--- src/yuvrgb_pkg.sv ---
// ----------------------------------------------------------------------------
// yuvrgb_pkg
// Shared widths, register indexes, config/result types and luma tables for the
// yuv655 to RGB pixel converter.
// ----------------------------------------------------------------------------
package yuvrgb_pkg;

    localparam int CODE_W  = 16;
    localparam int Y_W     = 6;
    localparam int CHR_W   = 5;
    localparam int COEF_W  = 17;
    localparam int BYTE_W  = 8;
    localparam int IDX_W   = 3;
    localparam int FRAC_W  = 12;
    localparam int LUMA_W  = 20;
    localparam int ACC_W   = 24;
    localparam int Y_COUNT = 1 << Y_W;
    localparam int Y_MAX   = Y_COUNT - 1;

    localparam logic [ACC_W-1:0]  ROUND_HALF = ACC_W'(1 << (FRAC_W - 1));
    localparam logic [BYTE_W-1:0] BYTE_MAX   = '1;

    // Register indexes on the configuration port
    localparam logic [IDX_W-1:0] REG_OUTPUT_MODE     = 3'd0;
    localparam logic [IDX_W-1:0] REG_COEF_V_TO_RED   = 3'd1;
    localparam logic [IDX_W-1:0] REG_COEF_U_TO_GREEN = 3'd2;
    localparam logic [IDX_W-1:0] REG_COEF_V_TO_GREEN = 3'd3;
    localparam logic [IDX_W-1:0] REG_COEF_U_TO_BLUE  = 3'd4;

    localparam logic [COEF_W-1:0] RST_COEF_V_TO_RED   = 17'd48811;
    localparam logic [COEF_W-1:0] RST_COEF_U_TO_GREEN = 17'd11982;
    localparam logic [COEF_W-1:0] RST_COEF_V_TO_GREEN = 17'd24863;
    localparam logic [COEF_W-1:0] RST_COEF_U_TO_BLUE  = 17'd61694;

    typedef enum logic {
        MODE_RGB    = 1'b0,
        MODE_NATIVE = 1'b1
    } t_mode;

    typedef struct packed {
        t_mode             output_mode;
        logic [COEF_W-1:0] coef_v_to_red;
        logic [COEF_W-1:0] coef_u_to_green;
        logic [COEF_W-1:0] coef_v_to_green;
        logic [COEF_W-1:0] coef_u_to_blue;
    } t_cfg;

    typedef struct packed {
        logic [BYTE_W-1:0] byte3;
        logic [BYTE_W-1:0] byte2;
        logic [BYTE_W-1:0] byte1;
        logic [BYTE_W-1:0] byte0;
    } t_word;

    typedef logic [LUMA_W-1:0] t_luma_tab [Y_COUNT];
    typedef logic [BYTE_W-1:0] t_yb_tab   [Y_COUNT];

    // Q.12 luma, rounded to nearest: (Y*255*4096 + 31) / 63
    function automatic t_luma_tab f_build_luma();
        t_luma_tab tab;
        for (int y = 0; y < Y_COUNT; y++) begin
            tab[y] = LUMA_W'((y * 255 * 4096 + Y_MAX / 2) / Y_MAX);
        end
        return tab;
    endfunction

    // Truncated 8-bit luma for native mode: Y*255/63
    function automatic t_yb_tab f_build_yb();
        t_yb_tab tab;
        for (int y = 0; y < Y_COUNT; y++) begin
            tab[y] = BYTE_W'((y * 255) / Y_MAX);
        end
        return tab;
    endfunction

    localparam t_luma_tab LUMA_TAB = f_build_luma();
    localparam t_yb_tab   YB_TAB   = f_build_yb();

endpackage

--- src/yuvrgb_cfg.sv ---
// ----------------------------------------------------------------------------
// yuvrgb_cfg
// Configuration register bank: mode bit and four Q5.12 coefficients.
// ----------------------------------------------------------------------------
module yuvrgb_cfg (
    input  logic                          i_clk,
    input  logic                          i_rst_n,
    input  logic                          i_cfg_we,
    input  logic [yuvrgb_pkg::IDX_W-1:0]  i_cfg_index,
    input  logic [yuvrgb_pkg::COEF_W-1:0] i_cfg_wdata,
    output yuvrgb_pkg::t_cfg              o_cfg
);
    import yuvrgb_pkg::*;

    t_cfg r_cfg;
    t_cfg n_cfg;

    always_comb begin
        n_cfg = r_cfg;
        if (i_cfg_we) begin
            case (i_cfg_index)
                REG_OUTPUT_MODE:     n_cfg.output_mode     = t_mode'(i_cfg_wdata[0]);
                REG_COEF_V_TO_RED:   n_cfg.coef_v_to_red   = i_cfg_wdata;
                REG_COEF_U_TO_GREEN: n_cfg.coef_u_to_green = i_cfg_wdata;
                REG_COEF_V_TO_GREEN: n_cfg.coef_v_to_green = i_cfg_wdata;
                REG_COEF_U_TO_BLUE:  n_cfg.coef_u_to_blue  = i_cfg_wdata;
                default:             n_cfg = r_cfg; // drop writes beyond the list
            endcase
        end
    end

    always_ff @(posedge i_clk) begin
        if (!i_rst_n) begin
            r_cfg.output_mode     <= MODE_RGB;
            r_cfg.coef_v_to_red   <= RST_COEF_V_TO_RED;
            r_cfg.coef_u_to_green <= RST_COEF_U_TO_GREEN;
            r_cfg.coef_v_to_green <= RST_COEF_V_TO_GREEN;
            r_cfg.coef_u_to_blue  <= RST_COEF_U_TO_BLUE;
        end else begin
            r_cfg <= n_cfg;
        end
    end

    assign o_cfg = r_cfg;

endmodule

--- src/yuvrgb_core.sv ---
// ----------------------------------------------------------------------------
// yuvrgb_core
// Single-pass conversion of one pixel code into a four-byte word.
// ----------------------------------------------------------------------------
module yuvrgb_core (
    input  logic [yuvrgb_pkg::CODE_W-1:0] i_code,
    input  yuvrgb_pkg::t_cfg              i_cfg,
    output yuvrgb_pkg::t_word             o_word
);
    import yuvrgb_pkg::*;

    logic [Y_W-1:0]          y;
    logic [CHR_W-1:0]        u_raw;
    logic [CHR_W-1:0]        v_raw;
    logic signed [ACC_W-1:0] u_s;
    logic signed [ACC_W-1:0] v_s;
    logic signed [ACC_W-1:0] luma;
    logic signed [ACC_W-1:0] c_vr;
    logic signed [ACC_W-1:0] c_ug;
    logic signed [ACC_W-1:0] c_vg;
    logic signed [ACC_W-1:0] c_ub;
    logic signed [ACC_W-1:0] sum_r;
    logic signed [ACC_W-1:0] sum_g;
    logic signed [ACC_W-1:0] sum_b;

    // Sign-extend a 5-bit chroma value; clamp the most negative code to -15
    function automatic logic signed [ACC_W-1:0] f_chroma(input logic [CHR_W-1:0] bits);
        logic [CHR_W-1:0] c;
        c = (bits == {1'b1, {(CHR_W-1){1'b0}}}) ? {1'b1, {(CHR_W-2){1'b0}}, 1'b1} : bits;
        return {{(ACC_W-CHR_W){c[CHR_W-1]}}, c};
    endfunction

    // Round Q.12 to nearest and saturate to 0..255
    function automatic logic [BYTE_W-1:0] f_to_byte(input logic signed [ACC_W-1:0] acc);
        logic [ACC_W-1:0] rnd;
        rnd = ACC_W'(acc) + ROUND_HALF;
        if (acc[ACC_W-1]) begin
            return '0;
        end else if (|rnd[ACC_W-1:FRAC_W+BYTE_W]) begin
            return BYTE_MAX;
        end else begin
            return rnd[FRAC_W+BYTE_W-1:FRAC_W];
        end
    endfunction

    assign y     = i_code[CODE_W-1 -: Y_W];
    assign u_raw = i_code[2*CHR_W-1 -: CHR_W];
    assign v_raw = i_code[CHR_W-1:0];

    assign u_s  = f_chroma(u_raw);
    assign v_s  = f_chroma(v_raw);
    assign luma = {{(ACC_W-LUMA_W){1'b0}}, LUMA_TAB[y]};

    assign c_vr = {{(ACC_W-COEF_W){1'b0}}, i_cfg.coef_v_to_red};
    assign c_ug = {{(ACC_W-COEF_W){1'b0}}, i_cfg.coef_u_to_green};
    assign c_vg = {{(ACC_W-COEF_W){1'b0}}, i_cfg.coef_v_to_green};
    assign c_ub = {{(ACC_W-COEF_W){1'b0}}, i_cfg.coef_u_to_blue};

    assign sum_r = luma + v_s * c_vr;
    assign sum_g = luma - u_s * c_ug - v_s * c_vg;
    assign sum_b = luma + u_s * c_ub;

    always_comb begin
        case (i_cfg.output_mode)
            MODE_NATIVE: begin
                // offset binary: flip the sign bit, then shift left by 3
                o_word.byte0 = {~u_raw[CHR_W-1], u_raw[CHR_W-2:0], 3'b000};
                o_word.byte1 = YB_TAB[y];
                o_word.byte2 = {~v_raw[CHR_W-1], v_raw[CHR_W-2:0], 3'b000};
                o_word.byte3 = YB_TAB[y];
            end
            default: begin
                o_word.byte0 = f_to_byte(sum_b);
                o_word.byte1 = f_to_byte(sum_g);
                o_word.byte2 = f_to_byte(sum_r);
                o_word.byte3 = BYTE_MAX;
            end
        endcase
    end

endmodule

--- src/yuv655_to_rgb_pixel_convert.sv ---
// ----------------------------------------------------------------------------
// yuv655_to_rgb_pixel_convert
// Top level: input register, single-pass conversion, result register.
// ----------------------------------------------------------------------------
// Pipeline: an accepted request goes through the input register, then the
// result register. Throughput: 1 pixel per cycle while the output is taken;
// each register stalls only while the stage after it holds a request not taken.
// Reset: synchronous, active low; clears both valid flags, sets RGB mode and
// loads the default coefficients. No clearing pass.
// ----------------------------------------------------------------------------
module yuv655_to_rgb_pixel_convert (
    input  logic                          i_clk,
    input  logic                          i_rst_n,
    // Configuration write port
    input  logic                          i_cfg_we,
    input  logic [yuvrgb_pkg::IDX_W-1:0]  i_cfg_index,
    input  logic [yuvrgb_pkg::COEF_W-1:0] i_cfg_wdata,
    // Input channel
    input  logic                          i_in_valid,
    output logic                          o_in_ready,
    input  logic [yuvrgb_pkg::CODE_W-1:0] i_pixel_code,
    // Output channel
    output logic                          o_out_valid,
    input  logic                          i_out_ready,
    output logic [yuvrgb_pkg::BYTE_W-1:0] o_word_byte0,
    output logic [yuvrgb_pkg::BYTE_W-1:0] o_word_byte1,
    output logic [yuvrgb_pkg::BYTE_W-1:0] o_word_byte2,
    output logic [yuvrgb_pkg::BYTE_W-1:0] o_word_byte3
);
    import yuvrgb_pkg::*;

    t_cfg              cfg;
    t_word             word;

    logic              r_in_valid;
    logic [CODE_W-1:0] r_code;
    logic              r_out_valid;
    t_word             r_word;

    logic              out_load;
    logic              in_load;

    yuvrgb_cfg u_cfg (
        .i_clk       (i_clk),
        .i_rst_n     (i_rst_n),
        .i_cfg_we    (i_cfg_we),
        .i_cfg_index (i_cfg_index),
        .i_cfg_wdata (i_cfg_wdata),
        .o_cfg       (cfg)
    );

    yuvrgb_core u_core (
        .i_code (r_code),
        .i_cfg  (cfg),
        .o_word (word)
    );

    // The result register takes a new word when it is empty or being drained.
    assign out_load = !r_out_valid || i_out_ready;
    // The input register advances whenever its content moves on (or it is empty).
    assign in_load  = !r_in_valid || out_load;

    assign o_in_ready = in_load;

    // Control: valid flags
    always_ff @(posedge i_clk) begin
        if (!i_rst_n) begin
            r_in_valid  <= 1'b0;
            r_out_valid <= 1'b0;
        end else begin
            if (in_load) begin
                r_in_valid <= i_in_valid;
            end
            if (out_load) begin
                r_out_valid <= r_in_valid;
            end
        end
    end

    // Payload: capture the request, then hold the converted word until taken
    always_ff @(posedge i_clk) begin
        if (in_load && i_in_valid) begin
            r_code <= i_pixel_code;
        end
        if (out_load && r_in_valid) begin
            r_word <= word;
        end
    end

    assign o_out_valid  = r_out_valid;
    assign o_word_byte0 = r_word.byte0;
    assign o_word_byte1 = r_word.byte1;
    assign o_word_byte2 = r_word.byte2;
    assign o_word_byte3 = r_word.byte3;

endmodule
--- config.mk ---
export PLATFORM = sky130hd
export DESIGN_NAME = yuv655_to_rgb_pixel_convert
export DESIGN_NICKNAME = d
export VERILOG_FILES = /design/src/yuvrgb_pkg.sv /design/src/yuvrgb_cfg.sv /design/src/yuvrgb_core.sv /design/src/yuv655_to_rgb_pixel_convert.sv
export SDC_FILE = /design/constraint.sdc
export NUM_CORES = 1
export LEC_CHECK = 0
export BUFFER_PORTS_ARGS = -buffer_cell sky130_fd_sc_hd__buf_4
export CAP_MARGIN = 10
export CORE_ASPECT_RATIO = 2
export CORE_UTILIZATION = 60
export CTS_BUF_LIST = sky130_fd_sc_hd__clkbuf_8
export DETAILED_ROUTE_END_ITERATION = 7
export PLACE_DENSITY = 0.78
export SLEW_MARGIN = 20
export SYNTH_ARGS = -nofsm -noshare
export SYNTH_HDL_FRONTEND = slang
export SYNTH_HIERARCHICAL = 1
export SYNTH_SLANG_ARGS = --single-unit
--- constraint.sdc ---
create_clock -name i_clk -period 11.8 [get_ports i_clk]
set_clock_uncertainty 0.15 [all_clocks]
set_input_delay 1.77 -clock i_clk [delete_from_list [all_inputs] [get_ports i_clk]]
set_output_delay 1.77 -clock i_clk [all_outputs]
set_load 0.1 [all_outputs]
# == After elaboration in Yosys (flattened, before gate mapping) ==
# Memories as Yosys holds them, arrays and structs flattened.
# Cells that the tools add are included.
# classes
shifts,0
add_sub_neg,7
magnitude_cmp,1
eq_ne,6
div_mod_pow,0
muxes,13
multipliers,4
n_bitwise,3
n_reduce_logical,17
# op_table
op,count
multiplier 5 x 18 -> 23 bit,4
"adder 24 x 12 -> 24 bit, second input constant",3
two-way mux 8 bit,8
adder 21 x 24 -> 24 bit,2
two-way mux 20 bit,2
two-way mux 24 bit,1
subtractor 21 x 24 -> 24 bit,1
subtractor 24 bit,1
OR reduction 4 bit,3
"equality test 5 bit, second input constant",2
two-way mux 5 bit,2
AND reduction 2 bit,5
"greater-or-equal comparator 7 bit, second input constant",1
NOT 6 -> 7 bit,1
"equality test 3 x 2 -> 1 bit, second input constant",2
OR reduction 2 bit,2
"equality test 3 x 1 -> 1 bit, second input constant",1
"equality test 3 bit, second input constant",1
zero test 3 bit,1
logical AND 1 bit,2
zero test 1 bit,2
logical OR 1 bit,2
NOT 1 bit,2
# totals
romBits,1792
latch_bits,0
input_bits,41
mem_count,2
ff_bits,119
ram_bits,0
# memory_table
memory,depth,word_bits,read_ports,rd_ports_with_merged_regs,wr,line_no,text
(name not given),64,20,1,0,0,yuvrgb_core.sv:52,"assign luma = {{(ACC_W-LUMA_W){1'b0}}, LUMA_TAB[y]};"
(name not given),64,8,1,0,0,yuvrgb_core.sv:68,o_word.byte1 = YB_TAB[y];

# == Depth between registers and ports, before layout ==
# depth
word_depth,11
ltp_mapped,32
mapped_depth_nobuf,30

# == By module ==
# Netlist, hierarchy kept.
# by_module_without_submodules
mod,area_each_um2,instances,seq_area_each_um2,cells_per_inst
yuvrgb_core,14747.9,1,0.0,1774
yuvrgb_cfg,2806.4,1,1381.3,266
yuv655_to_rgb_pixel_convert,1545.2,1,1481.4,57

# == Worst setup path before layout ==
# OpenSTA, ideal clock, no wires.
# synth_timing
kind,register to register
startpoint,reg r_code[11]
endpoint,reg r_word (netlist bit o_word_byte0[7]) (data pin)
period_less_slack_ns,7.695
path_stages_with_launch,29
setup_slack_ns,4.105
setup_time_ns,0.276
required_time_ns,11.374
arrival_ns,7.270
cell_sequence,edfxtp_1 > clkbuf_1 > inv_1 > ha_1 > buf_2 > nor2b_1 > a21o_1 > mux4_2 > a21oi_1 > fa_1 > fa_1 > fa_1 > inv_1 > ha_1 > ha_1 > a211o_1 > o211ai_1 > a21oi_1 > or4_4 > nand2_1 > xnor2_1 > ha_1 > o2111a_2 > a21boi_1 > nand4_4 > o41ai_2 > a21oi_1 > o31ai_4 > o211ai_1
# synth_lines
item,line_no,text
from (decl),yuv655_to_rgb_pixel_convert.sv:36,logic [CODE_W-1:0] r_code;
from (signal assigned),yuv655_to_rgb_pixel_convert.sv:83,r_code <= i_pixel_code;
to (signal assigned),yuv655_to_rgb_pixel_convert.sv:86,r_word <= word;
to (decl),yuv655_to_rgb_pixel_convert.sv:38,t_word r_word;

==> impl_metrics.tcl <==
set metrics [dict create \
    outcome "finished clean" \
    path_clk_slew_ns 0.09 \
    place_congestion 0.964 \
    ys_types 95 \
    grt_usage 0.341 \
    clock_path_buffers 2 \
    yosys-top-cells-area "fa_1 (29%), ha_1 (12%), edfxtp_1 (7.5%)" \
    ys_ff_latch 119 \
    rsz0062_at_grt "false" \
    drv_cap 0 \
    tritoncts "built" \
    drtPass1Iterations 7 \
    die_y_microns 254 \
    syn-num-nets 2595 \
    numCtsBuffers 17 \
    p_per_area_nw_per_um2 249 \
    final_nets 2619 \
    drive_gt1_frac 0.0797 \
    yosysSeqAreaShare 0.150 \
    cts_resized 0 \
    syn-mean-instance-area_sq_um 9.11 \
    cp.required_ns 11.86 \
    clk_latency_ns 0.49 \
    die_w_microns 128 \
    timing.setup.tns_ns 0 \
    worst_r2r_path_depth 26 \
    drt-initial-drc-count 1065 \
    final_common_cell "inv_1" \
    vias 15300 \
    async_flop_share 0 \
    synthToLayoutAreaGrowth_pct 6.58 \
    final-hold-violation-count 0 \
    die_area_sq_um 32600 \
    end_kind "register" \
    synth-edff-count 48 \
    ios 75 \
    drc 0 \
    io_buffers 74 \
    tightest_slew_ns 1.14 \
    max-vdd-ir-drop_mv 0.280 \
    clock_sinks 119 \
    grt_antenna_before_repair 2 \
    synth.cell_area_sq_um 19100 \
    cp.arrival_ns 9.05 \
    fillers 2592 \
    ant_nets 0 \
    wl_per_cell_microns 20.8 \
    floorplan.initialDensity 0.608 \
    start_kind "register" \
    period_needed_ns 9.00 \
    hold_buffers 0 \
    grt_overflow_total 0 \
    grt_pass1_vias 16000 \
    fin_crit_sh 0.762 \
    yosys_warnings 6 \
    final_cell_mix "inv_1 (333), nand2_1 (279), fa_1 (279)" \
    netlist_instances 2097 \
    slew_violations 0 \
    critPathKind "reg -> reg" \
    synth_flop_cell "dfxtp_1" \
    dp_hpwl_mm 42.0 \
    coreArea_sq_um 31400 \
    htree_levels 4 \
    hold_depth 2 \
    rows 92 \
    relSlewSlack 0.231 \
    grt_max_degree 102 \
    routed_wl_mm 53.3 \
    grt_pass1_wl_mm 82.7 \
    viasPerCell 5.97 \
    max_freq_mhz 111 \
    totalPowerFinal_mw 5.06 \
    hp-class "reg -> reg" \
    hold_ws_ns 0.375 \
    setup_viol 0 \
    root_buffer "clkbuf_8" \
    synth_top_cell_by_area "fa_1" \
    synth_top_area_frac 0.292 \
    p_leak_nw 9.67 \
    post_cts_buffers 0 \
    path_max_fanout 13 \
]
-- synthesized netlist by cell type, types with 12 or more instances --
| master | n |
|---|---|
| inv_1 | 332 |
| fa_1 | 279 |
| nand2_1 | 279 |
| ha_1 | 178 |
| and2_1 | 111 |
| nor2_1 | 83 |
| mux2i_1 | 77 |
| clkbuf_1 | 73 |
| dfxtp_1 | 71 |
| a21oi_1 | 65 |
| nor2b_1 | 63 |
| edfxtp_1 | 48 |
| o21ai_0 | 36 |
| nand2b_1 | 34 |
| xnor2_1 | 32 |
| a21o_1 | 25 |
| xor2_1 | 24 |
| nor3_1 | 22 |
| nand3_1 | 20 |
| o211ai_1 | 13 |
| nand4_1 | 12 |
| o21a_1 | 12 |
-- state kept, by name (all words and copies together) (netlist names) --
signal        flops
o_out_valid       1
r_code           16
u_cfg/o_cfg      69
o_word_byte3      8
r_in_valid        1
o_word_byte1      8
o_word_byte0      8
o_word_byte2      8
-- worst max-delay path: stages (launching register included) --
cell and delay [ns]:
edfxtp_1 0.74, inv_1 0.34, ha_1 0.52, nor2b_1 0.20, a21o_1 0.17, mux4_2 0.45
a21oi_1 0.78, fa_1 0.58, fa_1 0.50, fa_1 0.49, inv_1 0.04, ha_1 0.27
ha_1 0.22, a211o_1 0.25, o211ai_1 0.09, a21oi_1 0.19, or4_4 0.58, nand2_1 0.10
xnor2_1 0.14, ha_1 0.22, o2111a_2 0.25, a21boi_1 0.28, nand4_4 0.18, o41ai_2 0.33
a21oi_1 0.12, o31ai_4 0.42, o211ai_1 0.14
-- logic make-up after synthesis --
logic type               synth area share
AND/OR/NAND/NOR                     0.189
adder cells (fa/ha/maj)             0.409
buffers and inverters              0.0875
AO/OA/AOI/OAI                      0.0941
flip-flops                          0.150
multiplexers                       0.0445
XOR/XNOR                           0.0257
-- per-layer routing --
metal | share of wire | up-vias | global-route usage
met2 | 0.51 | 577 | 0.601
li1 | - | 6845 | -
met1 | 0.34 | 7607 | 0.348
met5 | 0.00023 | - | 0
met4 | 0.096 | 2 | 0.299
met3 | 0.052 | 229 | 0.0527
-- power breakdown --
| part | switching (mW) | internal [mW] |
|---|---|---|
| Combinational | 2.52 | 1.64 |
| Clock | 0.201 | 0.188 |
| Sequential | 0.0195 | 0.482 |
| Total | 2.74 | 2.31 |
-- final cells by class --
cell class	instances	area, sq um	share of cell area
multi-input cells	1552	14600	0.716
flip-flops and latches	119	2860	0.141
inverters	334	1250	0.0616
repair buffers	97	741	0.0364
well taps	423	529	0.0260
clock buffers	17	234	0.0115
clock inverters	15	150	0.00738
diodes	1	2.50	0.000123
-- through the flow --
step,instance area (sq um),cells,utilization,setup WS (ns)
global route,20400,2558,0.648,2.39
floorplan,19100,2097,-,4.10
global placement,19900,2524,0.635,3.01
finish,20400,2558,0.648,2.80
detailed placement,20000,2525,0.635,2.88
CTS,20300,2557,0.648,2.84
-- final timing paths --
| check | to | from | slack [ns] |
|---|---|---|---|
| setup / recovery | o_word_byte0[6] | r_code[10] | 2.80 |
| hold / removal | u_cfg/o_cfg[65] | u_cfg/o_cfg[65] | 0.38 |
| setup reg to reg | o_word_byte0[6] | r_code[10] | 2.80 |
| hold reg to reg | u_cfg/o_cfg[65] | u_cfg/o_cfg[65] | 0.38 |
Note: power is estimated with default switching activity, not from simulation.
